$ cat src/sv/hse_pkg.sv
// package: shared widths, codes and control types for the household seir event selector
`timescale 1ns / 1ps

package hse_pkg;

    localparam int HSE_HOUSE_SIZE_DEF = 7;
    localparam int HSE_COUNT_BITS_DEF = 20;

    localparam int CMD_W      = 3;
    localparam int DRAW_W     = 26;
    localparam int PICK_W     = 4;
    localparam int TOTAL_W    = 24;
    localparam int PAIR_W     = 26;
    localparam int HC_W       = 20;
    localparam int MPH_W      = 3;
    localparam int POP_W      = 24;
    localparam int CFG_IDX_W  = 2;
    localparam int CFG_DATA_W = 24;

    localparam logic [CMD_W-1:0] CMD_INIT      = 3'd0;
    localparam logic [CMD_W-1:0] CMD_OUTSIDE   = 3'd1;
    localparam logic [CMD_W-1:0] CMD_INSIDE    = 3'd2;
    localparam logic [CMD_W-1:0] CMD_INFECTION = 3'd3;
    localparam logic [CMD_W-1:0] CMD_RECOVERY  = 3'd4;

    localparam logic [CFG_IDX_W-1:0] CFG_HOUSEHOLD_COUNT = 2'd0;
    localparam logic [CFG_IDX_W-1:0] CFG_MEMBERS         = 2'd1;
    localparam logic [CFG_IDX_W-1:0] CFG_POPULATION      = 2'd2;

    localparam int TOT_S = 0;
    localparam int TOT_E = 1;
    localparam int TOT_I = 2;
    localparam int TOT_R = 3;

    localparam logic [TOTAL_W-1:0] TOTAL_MAX = '1;
    localparam logic [PAIR_W-1:0]  PAIR_MAX  = '1;

    typedef enum logic [3:0] {
        ST_RST_CLEAR,
        ST_IDLE,
        ST_SCAN,
        ST_MOVE_SRC,
        ST_MOVE_DST,
        ST_UPDATE,
        ST_INIT_CLEAR,
        ST_SEED_A,
        ST_SEED_B,
        ST_FINISH
    } t_state;

    typedef struct packed {
        logic take;
        logic clear;
        logic scan;
        logic move_src;
        logic move_dst;
        logic update;
        logic seed_a;
        logic seed_b;
        logic load_out;
    } t_dp_ctl;

    typedef struct packed {
        logic clr_last;
        logic scan_done;
        logic found;
    } t_dp_sts;

endpackage

$ cat src/sv/hse_ctrl.sv
// controller: sequences clearing, seeding, scan, move, update and result hand-off
`timescale 1ns / 1ps

module hse_ctrl
    import hse_pkg::*;
(
    input  logic             i_clk,
    input  logic             i_rst_n,
    input  logic             i_in_valid,
    input  logic [CMD_W-1:0] i_cmd,
    input  logic             i_out_stall,
    input  t_dp_sts          i_sts,
    output logic             o_in_stall,
    output logic             o_out_valid,
    output t_dp_ctl          o_ctl
);

    t_state r_state;
    t_state n_state;
    logic   r_out_valid;
    logic   n_out_valid;

    always_ff @(posedge i_clk) begin
        if (!i_rst_n) begin
            r_state     <= ST_RST_CLEAR;
            r_out_valid <= 1'b0;
        end else begin
            r_state     <= n_state;
            r_out_valid <= n_out_valid;
        end
    end

    always_comb begin
        n_state     = r_state;
        n_out_valid = r_out_valid && i_out_stall;
        o_ctl       = '0;
        o_in_stall  = 1'b1;
        case (r_state)
            ST_RST_CLEAR: begin
                o_ctl.clear = 1'b1;
                if (i_sts.clr_last) begin
                    n_state = ST_IDLE;
                end
            end
            ST_IDLE: begin
                o_in_stall = 1'b0;
                if (i_in_valid) begin
                    o_ctl.take = 1'b1;
                    if (i_cmd == CMD_INIT) begin
                        n_state = ST_INIT_CLEAR;
                    end else if (i_cmd inside {[CMD_OUTSIDE:CMD_RECOVERY]}) begin
                        n_state = ST_SCAN;
                    end else begin
                        n_state = ST_FINISH;
                    end
                end
            end
            ST_SCAN: begin
                o_ctl.scan = 1'b1;
                if (i_sts.scan_done) begin
                    n_state = i_sts.found ? ST_MOVE_SRC : ST_UPDATE;
                end
            end
            ST_MOVE_SRC: begin
                o_ctl.move_src = 1'b1;
                n_state        = ST_MOVE_DST;
            end
            ST_MOVE_DST: begin
                o_ctl.move_dst = 1'b1;
                n_state        = ST_UPDATE;
            end
            ST_UPDATE: begin
                o_ctl.update = 1'b1;
                n_state      = ST_FINISH;
            end
            ST_INIT_CLEAR: begin
                o_ctl.clear = 1'b1;
                if (i_sts.clr_last) begin
                    n_state = ST_SEED_A;
                end
            end
            ST_SEED_A: begin
                o_ctl.seed_a = 1'b1;
                n_state      = ST_SEED_B;
            end
            ST_SEED_B: begin
                o_ctl.seed_b = 1'b1;
                n_state      = ST_FINISH;
            end
            ST_FINISH: begin
                if (!r_out_valid || !i_out_stall) begin
                    o_ctl.load_out = 1'b1;
                    n_out_valid    = 1'b1;
                    n_state        = ST_IDLE;
                end
            end
            default: begin
                n_state = ST_IDLE;
            end
        endcase
    end

    assign o_out_valid = r_out_valid;

endmodule

$ cat config.mk
export PLATFORM = sky130hd
export DESIGN_NAME = hse_ctrl
export DESIGN_NICKNAME = d
export VERILOG_FILES = /design/src/sv/hse_pkg.sv /design/src/sv/hse_ctrl.sv
export SDC_FILE = /design/constraint.sdc
export NUM_CORES = 1
export LEC_CHECK = 0
export BUFFER_PORTS_ARGS = -buffer_cell sky130_fd_sc_hd__buf_2
export CELL_PAD_IN_SITES_DETAIL_PLACEMENT = 2
export CELL_PAD_IN_SITES_GLOBAL_PLACEMENT = 2
export CORE_MARGIN = 8
export CORE_UTILIZATION = 24
export DETAILED_ROUTE_END_ITERATION = 16
export HOLD_SLACK_MARGIN = 0.1
export PLACE_DENSITY_LB_ADDON = 0.05
export SETUP_SLACK_MARGIN = 0.05
export SYNTH_ARGS = -nofsm -noshare
export SYNTH_HDL_FRONTEND = slang
export SYNTH_SLANG_ARGS = --single-unit
$ cat constraint.sdc
create_clock -name i_clk -period 1.6 [get_ports i_clk]
set_input_delay 0.24 -clock i_clk [delete_from_list [all_inputs] [get_ports i_clk]]
set_output_delay 0.24 -clock i_clk [all_outputs]
set_load 0.02 [all_outputs]
==> metrics.cfg, run 1 <==
[synth]
seq_area_frac_synth_pct=20.73
synth_edf_count=0
synth_compound_area_share_pct=21.76
yosys_warnings=0
ys_ff_latch=5
synthAdderAreaFrac_pct=0
synth_top_family_by_area=simple AND/OR/NAND/NOR gates
synth.area.mux_share_pct=4.145
synth-simple-area-share_pct=39.38
synth_xor_area_share_pct=1.813
ys_types=29
synthTopCellsByCount=6 x nand2_1, 6 x nor2_1, 5 x a21oi_1, 5 x dfxtp_1, 4 x nor3_1
syn_avg_cell_area_um2=8.049
netlist_area_um2=483.0
synth.area.top_cells=dfxtp_1 21%, o311ai_4 5.4%, a21oi_1 5.2%, buf_6 4.7%, nand2_1 4.7%
synth_top_area_share_pct=20.73
synth_area_leader_cell=dfxtp_1
netlist_instances=60
synthFlopType=dfxtp_1
synthesis.nets=70
async_flop_share_pct=0

[floorplan]
coreArea_mm2=0.001922
dieWidth_um=60.86
start_util_pct=25.13
fp-row-count=16
die_y_um=60.86
ios=21
die_area_mm2=0.003704

[grt]
grt_usage_pct=9.487
grt_pass1_wl_um=2656
antenna_found_initial=0
grt_overflow=0
grt_pass1_vias=564
grt_start_max_net_pins=12

[worst_setup_path]
crit_top_cell=buf_4
critPathKind=flip-flop to primary output
regToRegSetupSlack_ns=0.17
crit_chain=nand4bb_2 > buf_4 > a21oi_1 > buf_4
critPathCaptureType=primary output
r2r_end=r_state[1]
crit_slowest_cell=dfxtp_4
r2r-start=r_state[0]
worst-r2r-cell-count=4
cp_max_fo=10
crit_arrival_ns=1.26
critPathBufInv=2
cp_slowest_stage_delay_ns=0.37
startpoint_type=flip-flop
required_ns=1.36
crit_family=flip-flops

[timing]
hold_violations=0
fmax_mhz=664.7
tns_ns=0
setup_viol=0
max_slew_margin_pct=77.36
drv_slew=0
rsz0062_at_grt=true
min_period_ns=1.504
final.period_utilization_pct=94.03
worstMarginPinSlew_ns=0.3354
fin_skew_ns=0.001159
whs_ns=0.3050

[clock_network]
cts_htree_levels=1
cts_buffer_depth=2
ctsHoldBuffers=0
path_clk_slew_ns=0.04
insertion_delay_ns=0.24
cts_sinks=5
cts_root_buf=clkbuf_4
cts_tree=done
cts_made_buffers=3

[hold_path]
hp-class=input port to flip-flop
worstHoldStart=i_rst_n
holdPathStages=3
min_to=r_state[2]

[layout]
utilization_pct=35.87
antenna_cells=0
layout.nets=99
area_growth_pct=42.75
drive_gt1_share_pct=50.00

[pwr]
comb_power_share_pct=62.1
p_int_uw=557.9
power.switching_uw=437.7
sw_frac_of_total_pct=43.97
ir_drop_v=0.0004147
seq_power_share_pct=22.9
clkPwrFrac_pct=15.0
power_leakage_nw=0.3139
p_per_area_mw_per_mm2=1444

[drt]
first_pass_iters=2
dr.first_iter.drc_count=2
routed_wl_um=1616
viasPerCell=4.843
ant_nets=0
drc_errors=0
wl_per_cell_um=14.05
vias=557

[run]
cap_violations=0

[place]
gp_congestion=0.6797
port_buffers=20
place_hpwl_um=1279

[status]
outcome=completed

[stage by stage]
| stage | setup slack [ns] | total power [mW] | cells | cell area [um^2] |
|---|---|---|---|---|
| global placement | 0.1402 | 0.8010 | 109 | 618.1 |
| CTS | 0.04575 | 0.9718 | 113 | 654.4 |
| floorplan | 0.1148 | 0.6548 | 60 | 483.0 |
| global route | 0.02250 | 1.078 | 115 | 689.4 |
| finish | 0.09559 | 0.9956 | 115 | 689.4 |
| detailed placement | 0.1052 | 0.8011 | 109 | 618.1 |
[power by group through the flow]
stage / logic [mW] / clock network [mW] / registers (mW)
2_1_floorplan: 0.475 / 0 / 0.180
3_3_place_gp: 0.589 / 0 / 0.212
3_5_place_dp: 0.585 / 0 / 0.216
4_1_cts: 0.595 / 0.156 / 0.221
5_1_grt: 0.673 / 0.166 / 0.240
6_report: 0.618 / 0.149 / 0.228
[worst max-delay path by stage]
| stage | depth (start not counted) | slack (ns) | startpoint | end |
|---|---|---|---|---|
| 3_3_place_gp | 4 | 0.14 | r_state[2] | r_state[0] |
| 6_report | 4 | 0.1 | r_state[2] | o_ctl[0] |
| 2_1_floorplan | 2 | 0.11 | r_state[3] | o_ctl[4] |
| 5_1_grt | 4 | 0.02 | r_state[3] | o_ctl[6] |
| 3_5_place_dp | 4 | 0.11 | r_state[2] | r_state[0] |
| 4_1_cts | 4 | 0.05 | r_state[2] | o_ctl[0] |
[cell usage in the layout (no fill, tap or decap), drive strengths merged]
cell	count
inv	2
o31ai	1
or4	1
nand2	6
clkbuf	4
o311ai	2
o21a	1
and3	2
nand4bb	1
a21oi	5
nor3b	1
a211oi	1
dfxtp	5
or2b	1
mux2i	2
nor3	4
o32ai	1
or2	1
nand2b	3
a21boi	1
nand3b	3
xor2	1
o22ai	1
and2b	1
nor4	2
buf	29
nor2	6
[registers in the layout (all words and copies together) (netlist names)]
register and cells:
r_state 4, o_out_valid 1
[worst min-delay path, cell delays in order]
cell      delay (ns)
buf_2           0.14
nand3b_1        0.09
a21oi_1         0.04
[layer usage]
metal / GRT usage [%] / vias to the layer above / wire length [um]
met3: 1.907 / 4 / 96
met2: 14.78 / 13 / 764
met4: 5.980 / 0 / 46
met5: 0 / - / 0
met1: 11.55 / 258 / 710
li1: - / 282 / -
[cell type report]
| type | instances | area [um^2] |
|---|---|---|
| clock buffers | 4 | 26.28 |
| fillers | 243 | 1232 |
| inverters | 2 | 7.507 |
| multi-input cells | 48 | 331.6 |
| flip-flops and latches | 5 | 110.1 |
| well taps | 27 | 33.78 |
| repair buffers | 29 | 180.2 |
[timing repair]
item	CTS	global route
gates resized for setup	4	8
cloned	0	0
endpoints found under the setup margin	6	7
setup buffers	0	2
[kinds of logic (layout without fill, tap and decap cells)]
| kind of cell | after synthesis | after routing |
|---|---|---|
| XOR/XNOR | 1 | 1 |
| buffers and inverters | 7 | 35 |
| AND/OR/NAND/NOR | 32 | 32 |
| multiplexers | 2 | 2 |
| flip-flops | 5 | 5 |
| AO/OA/AOI/OAI | 13 | 13 |
(Power assumes the default switching activity.)
==> inputs of run 2 (changes only) <==
--- a/config.mk
+++ b/config.mk
@@ -8,9 +8,11 @@
 export BUFFER_PORTS_ARGS = -buffer_cell sky130_fd_sc_hd__buf_2
 export CELL_PAD_IN_SITES_DETAIL_PLACEMENT = 2
 export CELL_PAD_IN_SITES_GLOBAL_PLACEMENT = 2
+export CORE_ASPECT_RATIO = 1.4
 export CORE_MARGIN = 8
 export CORE_UTILIZATION = 24
 export DETAILED_ROUTE_END_ITERATION = 16
+export GPL_ROUTABILITY_DRIVEN = 0
 export HOLD_SLACK_MARGIN = 0.1
 export PLACE_DENSITY_LB_ADDON = 0.05
 export SETUP_SLACK_MARGIN = 0.05
==> metrics.cfg, run 2 (same netlist as run 1, synthesis figures left out) <==
[worst_setup_path]
required_ns=1.36
crit_chain=nand4bb_2 > buf_4 > a21oi_2 > buf_4
critPathCaptureType=primary output
worst-r2r-cell-count=4
critPathKind=flip-flop to primary output
cp_max_fo=10
regToRegSetupSlack_ns=0.19
cp_slowest_stage_delay_ns=0.38
crit_arrival_ns=1.26
r2r_end=r_state[0]
crit_slowest_cell=dfxtp_4
startpoint_type=flip-flop
r2r-start=r_state[0]
crit_top_cell=buf_4
cp-startpoint=r_state[2]

[clock_network]
post_cts_buffers=0
path_clk_slew_ns=0.04
cts_tree=done
ctsHoldBuffers=0
cts_root_buf=clkbuf_4
cts_buffer_depth=2
cts_sinks=5
cts_made_buffers=3
cts_htree_levels=1
insertion_delay_ns=0.24

[timing]
fin_skew_ns=0.003664
final.period_utilization_pct=93.57
hold_violations=0
drv_slew=0
setup_viol=0
tns_ns=0
fmax_mhz=668.0
rsz0062_at_grt=true
worstMarginPinSlew_ns=0.2982
min_period_ns=1.497
max_slew_margin_pct=79.86

[drt]
wl_per_cell_um=15.30
routed_wl_um=1622
drc_errors=0
dr.first_iter.drc_count=8
ant_nets=0
vias=546
viasPerCell=5.151
first_pass_iters=4

[layout]
n_fill_cell=247
final_cells=106
antenna_cells=0
largest_register_ffs=4
area.sequential_um2=106.4
multi_input_area_um2=337.8
final_cell_mix=19 x buf_2, 6 x nand2_1, 6 x buf_4, 5 x nor2_1
drive_gt1_share_pct=48.24
mostFrequentLayoutCell=buf_2
regMostFlops=r_state
layout.nets=96
area_growth_pct=35.75

[pwr]
power_leakage_nw=0.2937
p_per_area_mw_per_mm2=1479
clkPwrFrac_pct=14.8
p_int_uw=533.1
power.switching_uw=436.6
total_power_uw=969.7
ir_drop_v=0.0003767
sw_frac_of_total_pct=45.02
seq_power_share_pct=22.1
comb_power_share_pct=63.1

[grt]
grt_pass1_wl_um=2725
antenna_found_initial=0
grt_start_max_net_pins=13
grt_pass1_vias=589
grt_overflow=0
grt_usage_pct=9.183

[floorplan]
die_y_um=69.08
die_area_mm2=0.003724
dieWidth_um=53.91
ios=21
start_util_pct=25.08
coreArea_mm2=0.001926
fp-row-count=19

[run]
cap_violations=0

[place]
place_hpwl_um=1373
placed_cells=102
port_buffers=20

[hold_path]
worstHoldStart=i_rst_n
hp-class=input port to flip-flop
holdPathStages=3
min_to=r_state[3]

[status]
outcome=completed

[run 2: worst max path at each step]
stage                 endpoint  depth (start not counted)
global route          o_ctl[0]                          4
detailed placement  r_state[0]                          4
floorplan             o_ctl[4]                          2
CTS                   o_ctl[0]                          4
finish                o_ctl[0]                          4
global placement    r_state[0]                          4
[run 2: power groups by stage]
stage / clock network [mW] / registers (mW) / logic, mW
global route: 0.160 / 0.221 / 0.661
finish: 0.143 / 0.215 / 0.612
floorplan: 0 / 0.180 / 0.475
detailed placement: 0 / 0.208 / 0.597
CTS: 0.151 / 0.212 / 0.599
global placement: 0 / 0.206 / 0.584
[run 2: final cells by class]
cell class	instances	area share, %
Sequential cell	5	16.22
Multi-Input combinational cell	48	51.53
Clock buffer	4	4.008
Tap cell	21	4.008
Inverter	2	1.145
Timing Repair Buffer	26	23.09
[run 2: per-stage QoR]
stage	area (um^2)	util (%)	setup WS, ns	hold slack, ns
after floorplan	483.0	-	0.1148	0.3690
after global placement	603.1	31.32	0.1342	0.5657
after CTS	633.1	32.88	0.02797	0.3087
after detailed placement	603.1	31.32	0.04961	0.5668
final	655.6	34.05	0.1029	0.3157
after global routing	655.6	34.05	0.04522	0.3246
[run 2: per-layer routing]
layer / global-route usage, % / up-vias / share of wire [%] / wire length [um]
met1: 10.76 / 263 / 43 / 699
met3: 1.502 / 2 / 3.8 / 62
li1: - / 268 / - / -
met5: 0 / - / 0 / 0
met2: 14.75 / 13 / 52 / 840
met4: 5.070 / 0 / 1.3 / 21
[run 2: repair_timing]
action	in CTS	in global routing
gates resized for setup	3	6
endpoints found under the setup margin	7	3
pin swaps	0	0
[run 2: worst max-delay path: cells and delay by family (launching register included)]
kind / cells / cell delay (ns)
compound gates: 1 / 0.09
buf+inv: 2 / 0.30
flops: 1 / 0.38
simple gates: 1 / 0.25
==> inputs of run 3 (changes only) <==
==> constraint.sdc (replaced) <==
create_clock -name i_clk -period 1.6 [get_ports i_clk]
set_input_delay 0.24 -clock i_clk [delete_from_list [all_inputs] [get_ports i_clk]]
set_output_delay 0.24 -clock i_clk [all_outputs]
set_load 0.05 [all_outputs]
==> metrics.cfg, run 3 (same netlist as run 1, synthesis figures left out) <==
[status]
outcome=completed

[pwr]
p_per_area_mw_per_mm2=1664
power_leakage_nw=0.3576
ir_drop_v=0.0006608

[drt]
ant_nets=0
highest_layer=met4
routed_wl_um=1887
dr.first_iter.drc_count=13
first_pass_iters=3
drc_errors=0
met1_length_um=703
wl_met3_um=76
vias=577
wl_per_cell_um=16.41
viasPerCell=5.017
wl_met2_um=1094

[place]
port_buffers=20
place_area_um2=680.7
pre_cts_slack_ns=0.008885
placed_cells=109
place_hpwl_um=1451

[grt]
grt_overflow=0
grt_start_max_net_pins=12
grt_pass1_wl_um=3215
grt_usage_pct=11.04
grt_pass1_vias=667
antenna_found_initial=0

[worst_setup_path]
crit_arrival_ns=1.28
critPathKind=flip-flop to primary output
cp_max_fo=8
startpoint_type=flip-flop
worst-r2r-cell-count=4
required_ns=1.36
critPathCaptureType=primary output

[timing]
setup_viol=0
layout_setup_ws_ns=0.07671
final.period_utilization_pct=95.21
fmax_mhz=656.5
max_slew_margin_pct=77.15
worstMarginPinSlew_ns=0.3384
fin_skew_ns=0.002210
min_period_ns=1.523
rsz0062_at_grt=true
hold_violations=0
drv_slew=0

[floorplan]
die_area_mm2=0.003724
ios=21
coreArea_mm2=0.001926
dieWidth_um=53.91
start_util_pct=25.08
fp-row-count=19
die_y_um=69.08

[layout]
final_cells=115
regMostFlops=r_state
area.sequential_um2=115.1
area_growth_pct=70.21
largest_register_ffs=4
antenna_cells=0
stdcell_area_um2=822.0
mostFrequentLayoutCell=buf_4
layout.nets=105
drive_gt1_share_pct=60.64
final_cell_mix=15 x buf_4, 13 x buf_2, 6 x nand2_1, 6 x buf_6
n_fill_cell=223
multi_input_area_um2=386.6
utilization_pct=42.69

[clock_network]
cts_root_buf=clkbuf_4
insertion_delay_ns=0.24
ctsHoldBuffers=0
cts_made_buffers=3
cts_tree=done
cts_htree_levels=1
cts_sinks=5
cts_buffer_depth=2
path_clk_slew_ns=0.05

[run]
cap_violations=0

[hold_path]
hp-class=input port to flip-flop
holdPathStages=3

-- run 3: changes by cell type in the layout (fill, tap and decap cells not counted), sizes merged --
| cell | delta |
|---|---|
| buf | +9 |
-- run 3: routing by layer --
metal,GRT usage (%),vias up
met1,11.84,277
li1,-,287
met5,0,-
met2,19.79,11
met3,2.361,2
met4,3.380,0
-- run 3: worst max-delay path: stages, from the launching register on --
cell     delay (ns)
dfxtp_4        0.37
buf_4          0.16
or2b_4         0.27
nor2_4         0.09
buf_8          0.15
-- run 3: worst paths after layout --
check	startpoint	end	slack, ns
setup / recovery	r_state[2]	o_ctl[5]	0.08
hold / removal	i_rst_n	r_state[3]	0.30
setup reg to reg	r_state[0]	r_state[1]	0.12
hold reg to reg	r_state[0]	r_state[0]	0.54
-- run 3: final cells by class --
cell class,count,share of cell area [%]
Clock buffer,4,3.196
Inverter,2,0.9132
Multi-Input combinational cell,48,47.03
Sequential cell,5,14.00
Tap cell,21,3.196
Timing Repair Buffer,35,31.66
-- run 3: repair_timing --
item | in CTS | in global routing
setup buffers | 0 | 2
setup endpoints to repair | 12 | 9
gates resized for setup | 19 | 12
pin swaps | 1 | 2
-- run 3: report_power, final --
group	internal (mW)	switching (mW)	total, mW
logic	0.437	0.527	0.964
registers	0.171	0.0832	0.255
clock network	0.0945	0.0545	0.149
-- run 3: metrics by stage --
stage / power (mW) / hold slack [ns] / TNS (ns)
floorplan: 0.8193 / 0.3690 / -0.7465
global placement: 1.041 / 0.5645 / 0
detailed placement: 1.054 / 0.5581 / 0
CTS: 1.305 / 0.2909 / 0
global route: 1.459 / 0.3004 / 0
finish: 1.367 / 0.2973 / 0
